**src/design/idq_pkg.sv**
```systemverilog
// Package for the input-restricted deque: depth, widths, operation and status codes,
// and the command bundle that the controller sends to the datapath.
// No dependencies.
package idq_pkg;

  localparam int unsigned DEPTH = 8;
  localparam int unsigned IDX_W = (DEPTH > 1) ? $clog2(DEPTH) : 1;
  localparam int unsigned CNT_W = $clog2(DEPTH + 1);
  localparam int unsigned DATA_W = 32;

  typedef enum logic [1:0] {
    OP_PUSH_REAR = 2'd0,
    OP_POP_FRONT = 2'd1,
    OP_POP_REAR  = 2'd2,
    OP_NOP       = 2'd3
  } op_e;

  typedef enum logic [1:0] {
    ST_DONE  = 2'd0,
    ST_FULL  = 2'd1,
    ST_EMPTY = 2'd2
  } status_e;

  typedef struct packed {
    logic load;
    logic exec;
  } cmd_t;

  function automatic logic [IDX_W-1:0] ring_next(input logic [IDX_W-1:0] i);
    return (i == IDX_W'(DEPTH - 1)) ? '0 : i + IDX_W'(1);
  endfunction

  function automatic logic [IDX_W-1:0] ring_prev(input logic [IDX_W-1:0] i);
    return (i == '0) ? IDX_W'(DEPTH - 1) : i - IDX_W'(1);
  endfunction

endpackage

```
**src/design/input_restricted_deque.sv**
```systemverilog
// Top level of the input-restricted deque: controller plus datapath.
// Depends on idq_pkg, idq_ctrl and idq_dpath.
//
//   channel  | handshake            | payload
//   ---------+----------------------+-----------------------------------------------
//   command  | start in, busy out   | operation_i, value_in_i
//   result   | done_o strobe out    | value_out_o, status_o, now_empty_o, now_full_o
//
// Each item passes through transfer, execute (one memory write or one
// registered memory read plus index update), then a single cycle with done_o high.
// busy is high from the cycle after the transfer until done_o drops.
// Reset empties the deque; slot contents are not cleared.
// The receiver cannot stall: each result shows for exactly one cycle.
module input_restricted_deque (
  input  logic                              clk_i,
  input  logic                              rst_ni,
  input  logic                              start,
  output logic                              busy,
  input  logic [1:0]                        operation_i,
  input  logic signed [idq_pkg::DATA_W-1:0] value_in_i,
  output logic                              done_o,
  output logic signed [idq_pkg::DATA_W-1:0] value_out_o,
  output logic [1:0]                        status_o,
  output logic                              now_empty_o,
  output logic                              now_full_o
);

  idq_pkg::cmd_t cmd;

  idq_ctrl u_ctrl (
    .clk_i  (clk_i),
    .rst_ni (rst_ni),
    .start  (start),
    .busy   (busy),
    .done_o (done_o),
    .cmd_o  (cmd)
  );

  idq_dpath u_dpath (
    .clk_i       (clk_i),
    .rst_ni      (rst_ni),
    .cmd_i       (cmd),
    .operation_i (operation_i),
    .value_in_i  (value_in_i),
    .value_out_o (value_out_o),
    .status_o    (status_o),
    .now_empty_o (now_empty_o),
    .now_full_o  (now_full_o)
  );

endmodule

```
**src/design/idq_ctrl.sv**
```systemverilog
// Controller state machine for the input-restricted deque.
// Depends on idq_pkg for the command bundle.
module idq_ctrl (
  input  logic              clk_i,
  input  logic              rst_ni,
  input  logic              start,
  output logic              busy,
  output logic              done_o,
  output idq_pkg::cmd_t     cmd_o
);

  typedef enum logic [2:0] {
    S_IDLE = 3'b001,
    S_EXEC = 3'b010,
    S_DONE = 3'b100
  } state_e;

  state_e state_q, state_d;

  always_comb begin
    state_d = state_q;
    unique case (state_q)
      S_IDLE: if (start) state_d = S_EXEC;
      S_EXEC: state_d = S_DONE;
      S_DONE: state_d = S_IDLE;
      default: state_d = S_IDLE;
    endcase
  end

  always_ff @(posedge clk_i or negedge rst_ni) begin
    if (!rst_ni) begin
      state_q <= S_IDLE;
    end else begin
      state_q <= state_d;
    end
  end

  assign busy        = (state_q != S_IDLE);
  assign done_o      = (state_q == S_DONE);
  assign cmd_o.load  = (state_q == S_IDLE) && start;
  assign cmd_o.exec  = (state_q == S_EXEC);

endmodule

```
**src/design/idq_dpath.sv**
```systemverilog
// Datapath for the input-restricted deque: slot memory, ring indices, occupancy, result registers.
// Depends on idq_pkg for widths, codes and ring helpers.
module idq_dpath (
  input  logic                          clk_i,
  input  logic                          rst_ni,
  input  idq_pkg::cmd_t                 cmd_i,
  input  logic [1:0]                    operation_i,
  input  logic signed [idq_pkg::DATA_W-1:0] value_in_i,
  output logic signed [idq_pkg::DATA_W-1:0] value_out_o,
  output logic [1:0]                    status_o,
  output logic                          now_empty_o,
  output logic                          now_full_o
);

  logic [idq_pkg::DATA_W-1:0] mem_q [idq_pkg::DEPTH];

  idq_pkg::op_e               op_q;
  logic [idq_pkg::DATA_W-1:0] val_q;
  logic [idq_pkg::IDX_W-1:0]  front_q, front_d;
  logic [idq_pkg::IDX_W-1:0]  rear_q, rear_d;
  logic [idq_pkg::CNT_W-1:0]  occ_q, occ_d;
  idq_pkg::status_e           status_q, status_d;
  logic                       take_q, take_d;
  logic [idq_pkg::DATA_W-1:0] rd_data_q;

  logic                       wr_en;
  logic [idq_pkg::IDX_W-1:0]  wr_addr;
  logic [idq_pkg::IDX_W-1:0]  rd_addr;
  logic                       is_empty, is_full, is_last;

  assign is_empty = (occ_q == '0);
  assign is_full  = (occ_q == idq_pkg::CNT_W'(idq_pkg::DEPTH));
  assign is_last  = (occ_q == idq_pkg::CNT_W'(1));

  always_comb begin
    front_d  = front_q;
    rear_d   = rear_q;
    occ_d    = occ_q;
    status_d = idq_pkg::ST_DONE;
    take_d   = 1'b0;
    wr_en    = 1'b0;
    wr_addr  = is_empty ? '0 : idq_pkg::ring_next(rear_q);
    rd_addr  = (op_q == idq_pkg::OP_POP_FRONT) ? front_q : rear_q;
    unique case (op_q)
      idq_pkg::OP_PUSH_REAR: begin
        if (is_full) begin
          status_d = idq_pkg::ST_FULL;
        end else begin
          wr_en   = 1'b1;
          rear_d  = wr_addr;
          occ_d   = occ_q + idq_pkg::CNT_W'(1);
          if (is_empty) front_d = '0;
        end
      end
      idq_pkg::OP_POP_FRONT, idq_pkg::OP_POP_REAR: begin
        if (is_empty) begin
          status_d = idq_pkg::ST_EMPTY;
        end else begin
          take_d = 1'b1;
          occ_d  = occ_q - idq_pkg::CNT_W'(1);
          if (is_last) begin
            front_d = '0;
            rear_d  = '0;
          end else if (op_q == idq_pkg::OP_POP_FRONT) begin
            front_d = idq_pkg::ring_next(front_q);
          end else begin
            rear_d = idq_pkg::ring_prev(rear_q);
          end
        end
      end
      idq_pkg::OP_NOP: begin
      end
      default: begin
      end
    endcase
  end

  always_ff @(posedge clk_i) begin
    if (cmd_i.exec && wr_en) begin
      mem_q[wr_addr] <= val_q;
    end
  end

  always_ff @(posedge clk_i) begin
    if (cmd_i.exec) begin
      rd_data_q <= mem_q[rd_addr];
    end
  end

  always_ff @(posedge clk_i) begin
    if (cmd_i.load) begin
      op_q  <= idq_pkg::op_e'(operation_i);
      val_q <= value_in_i;
    end
  end

  always_ff @(posedge clk_i or negedge rst_ni) begin
    if (!rst_ni) begin
      front_q  <= '0;
      rear_q   <= '0;
      occ_q    <= '0;
      status_q <= idq_pkg::ST_DONE;
      take_q   <= 1'b0;
    end else if (cmd_i.exec) begin
      front_q  <= front_d;
      rear_q   <= rear_d;
      occ_q    <= occ_d;
      status_q <= status_d;
      take_q   <= take_d;
    end
  end

  assign value_out_o = take_q ? $signed(rd_data_q) : '0;
  assign status_o    = status_q;
  assign now_empty_o = is_empty;
  assign now_full_o  = is_full;

endmodule

```
**config.mk**
```make
export PLATFORM = sky130hd
export DESIGN_NAME = input_restricted_deque
export DESIGN_NICKNAME = d
export VERILOG_FILES = /design/src/design/idq_pkg.sv /design/src/design/input_restricted_deque.sv /design/src/design/idq_ctrl.sv /design/src/design/idq_dpath.sv
export SDC_FILE = /design/constraint.sdc
export NUM_CORES = 1
export LEC_CHECK = 0
export BUFFER_PORTS_ARGS = -buffer_cell sky130_fd_sc_hd__buf_4
export CORE_MARGIN = 5
export CORE_UTILIZATION = 40
export CTS_BUF_LIST = sky130_fd_sc_hd__clkbuf_4 sky130_fd_sc_hd__clkbuf_8
export DETAILED_ROUTE_END_ITERATION = 12
export GPL_TIMING_DRIVEN = 0
export PLACE_DENSITY_LB_ADDON = 0.12
export SLEW_MARGIN = 20
export SYNTH_ARGS = -nofsm -noshare
export SYNTH_HDL_FRONTEND = slang
export SYNTH_HIERARCHICAL = 1
export SYNTH_SLANG_ARGS = --single-unit
```
**constraint.sdc**
```tcl
create_clock -name clk_i -period 4.05 [get_ports clk_i]
set_clock_uncertainty 0.1 [all_clocks]
set_input_delay 0.2025 -clock clk_i [delete_from_list [all_inputs] [get_ports clk_i]]
set_output_delay 0.2025 -clock clk_i [all_outputs]
set_load 0.01 [all_outputs]
```
==> qor.yml <==
status: "completed"
yosysUniqueCellTypes: 51
layout-drive-gt1-share: 0.1882
drv_slew: 0
globalplace.congestion: 0.7996
p_per_area_mw_per_mm2: 646.5
gr-total-overflow: 0
regArea_mm2: 0.01007
totalWireLength_um: 34090
core_mm2: 0.03531
diodes: 0
setup_slack_ps: 261.6
top_layer_used: "met4"
r2r_cells: 7
syn_area_mm2: 0.01417
leakagePower_nw: 6.165
place_area_mm2: 0.01567
period_share: 0.9354
critPathCaptureType: "register"
startpoint_type: "register"
setup_viol: 0
maxSlewHeadroom: 0.3994
setup_tns_ps: 0
synth_cells: 957
crit_buf_inv: 4
fp.dieW_um: 198.2
critical_path_peak_fanout: 34
yosys_register_bits: 338
path_class: "reg2reg"
ant_nets: 0
path_cells: "nor3b_1 > buf_4 > clkbuf_1 > nand4_1 > nor3_2 > buf_6 > buf_4"
ctsRootBufferMaster: "clkbuf_8"
place_ws_ps: 267.8
path_delay_family: "simple AND/OR/NAND/NOR gates"
clk_path_buf_depth: 3
dr.pass1.iters: 4
final_cell_mix: "edfxtp_1 (322), buf_4 (82), mux2i_1 (69)"
nNetsFinal: 1196
grt_pass1_wl_um: 52120
layout_commonest_cell: "edfxtp_1"
antenna_found_initial: 0
slowest_stage: "nor3_2"
portBuffers: 74
wl_met3_um: 1607
hold_depth: 2
avgSynthCellArea_um2: 14.81
fmax_mhz: 264.0
worst_slew_pin_slew_ps: 896.1
hold_viol: 0
multiInputGateArea_mm2: 0.003744
fin_crit_ps: 3788
cpPeakStageDelay_ps: 860
clk_pin_slew_ps: 60
dpl.cell_count: 1511
tritoncts: "yes"
min_path_type: "in2reg"
initial_utilization: 0.4014
drt-met1-wl_um: 15450
fillers: 3026
die-height_um: 198.2
wl_per_cell_um: 20.65
r2r_slack_ps: 260
rsz0062_at_grt: "no"
rows: 69
dr_total_vias: 8490
grt_max_degree: 36
maxCapViolations: 0
post_cts_resized: 0
worst_skew_pair.late_latency_ps: 590
r2r_end: "u_dpath/mem_q[5][17]"
crit_top_cell: "buf_4"
synth_fp_nets: 1007
ios: 75
whs_ps: 233.6
grt_pass1_vias: 8742
yosys_warnings: 6
synth_seq_area_share: 0.7105
hold_start: "value_in_i[8]"
drc: 0
htreeDepth: 2
crit_arrival_ps: 3970
cts.sinks: 338
final_cells: 1651
routed-wl-met2_um: 16330
required_ps: 4240
viasPerCell: 5.142
cts_buffers: 56
design_area_mm2: 0.01712
hpwl_um: 21490
ir_worst_vdd_mv: 0.2822
hold_end: "u_dpath/val_q[8]"
drtIter0Drc: 417
area_growth_pct: 20.79
track_usage: 0.1746
r2r_start: "u_ctrl/state_q[2]"
die_area_mm2: 0.03930
==> per-layer routing <==
metal,up-vias,global-route usage
met3,53,0.03301
met4,0,0.05356
met1,4207,0.2380
met2,201,0.2864
met5,-,0
li1,4029,-
==> state kept, by name, summed over array words and instances, names as in the netlist <==
signal and cells:
u_dpath/mem_q 256, u_dpath/rd_data_q 32, u_dpath/val_q 32, u_dpath/occ_q 4
u_ctrl/state_q 3, u_dpath/front_q 3, u_dpath/rear_q 3, u_dpath/op_q 2
u_dpath/status_o 2, u_dpath/take_q 1
==> per-stage QoR <==
step | utilization | power [mW]
floorplan | - | 6.971
global placement | 0.4336 | 8.181
detailed placement | 0.4438 | 8.291
CTS | 0.4849 | 11.22
global route | 0.4849 | 11.73
finish | 0.4849 | 11.07
==> cell usage after synthesis, drive strengths merged <==
cell type | instances | area share
o211ai | 1 | 0.00088
edfxtp | 322 | 0.68
nor3b | 6 | 0.0032
o22ai | 64 | 0.028
nor4 | 1 | 0.00044
mux2i | 69 | 0.049
clkbuf | 28 | 0.0074
a2bb2oi | 1 | 0.00062
nand4 | 2 | 0.00088
nor4b | 1 | 0.00062
nor2b | 67 | 0.030
o21ai | 37 | 0.013
or3b | 3 | 0.0019
nor2 | 72 | 0.019
a211o | 1 | 0.00062
nand4b | 1 | 0.00062
and2 | 34 | 0.015
dfstp | 1 | 0.0019
o221a | 1 | 0.00079
o2bb2ai | 1 | 0.00062
o31ai | 32 | 0.017
dfrtp | 15 | 0.026
a21o | 1 | 0.00053
inv | 11 | 0.0029
a21oi | 38 | 0.013
or2 | 1 | 0.00044
nand3 | 3 | 0.0011
nand3b | 1 | 0.00053
and4bb | 2 | 0.0018
buf | 33 | 0.020
nor3 | 4 | 0.0014
xor2 | 2 | 0.0012
ha | 13 | 0.011
nand2 | 10 | 0.0026
nand2b | 36 | 0.016
xnor2 | 1 | 0.00062
o22a | 32 | 0.020
a41o | 1 | 0.00071
o32a | 1 | 0.00071
mux2 | 4 | 0.0034
o311a | 1 | 0.00071
and3b | 1 | 0.00062
and4b | 1 | 0.00071
==> cell families (layout without fill, tap and decap cells) <==
family	count (synthesis)	count (layout)	share of synthesized area
DFF	338	338	0.7105
and+or+nand+nor	246	246	0.09630
AOI/OAI and AO/OA	212	212	0.09763
muxes	73	73	0.05217
buffers and inverters	72	305	0.03010
adders and majority gates	13	13	0.01148
xor gates and xnor gates	3	3	0.001854
==> area by class of cell <==
class	instances	area share
Multi-Input combinational cell	547	0.2186
Timing Repair Buffer	131	0.07205
Sequential cell	338	0.5882
Tap cell	461	0.03369
Clock inverter	24	0.007454
Inverter	11	0.002412
Buffer	61	0.02251
Clock buffer	78	0.05503
==> repair_timing <==
item	CTS	global route
hold buffers	38	0
setup buffers	0	0
endpoints found under the hold margin	51	0
==> worst reg2reg max path, cell delays in order (launching register included) <==
cell and delay [ps]:
dfrtp_1 420, nor3b_1 260, buf_4 540, clkbuf_1 400, nand4_1 430, nor3_2 860
buf_6 240, buf_4 220
==> worst max path at each step <==
stage / startpoint / end / slack, ps / depth (start not counted)
5_1_grt: u_ctrl/state_q[2] / u_dpath/mem_q[5][22] / 50 / 7
6_report: u_ctrl/state_q[2] / u_dpath/mem_q[5][17] / 260 / 7
3_5_place_dp: u_ctrl/state_q[2] / u_dpath/mem_q[5][17] / 270 / 7
3_3_place_gp: u_dpath/rear_q[0] / u_dpath/mem_q[3][16] / -3200 / 6
2_1_floorplan: u_ctrl/state_q[2] / u_dpath/mem_q[3][0] / -260 / 5
4_1_cts: u_ctrl/state_q[2] / u_dpath/mem_q[5][17] / 230 / 7
==> power by group <==
part           internal [mW]  total (mW)  leakage (nW)  switching [mW]
Clock                   1.56        2.86         0.561            1.30
Combinational           1.46        3.64          2.49            2.18
Sequential              4.33        4.58          3.12           0.251
Total                   7.34        11.1          6.16            3.73
Power figures use the tool's default switching activity.
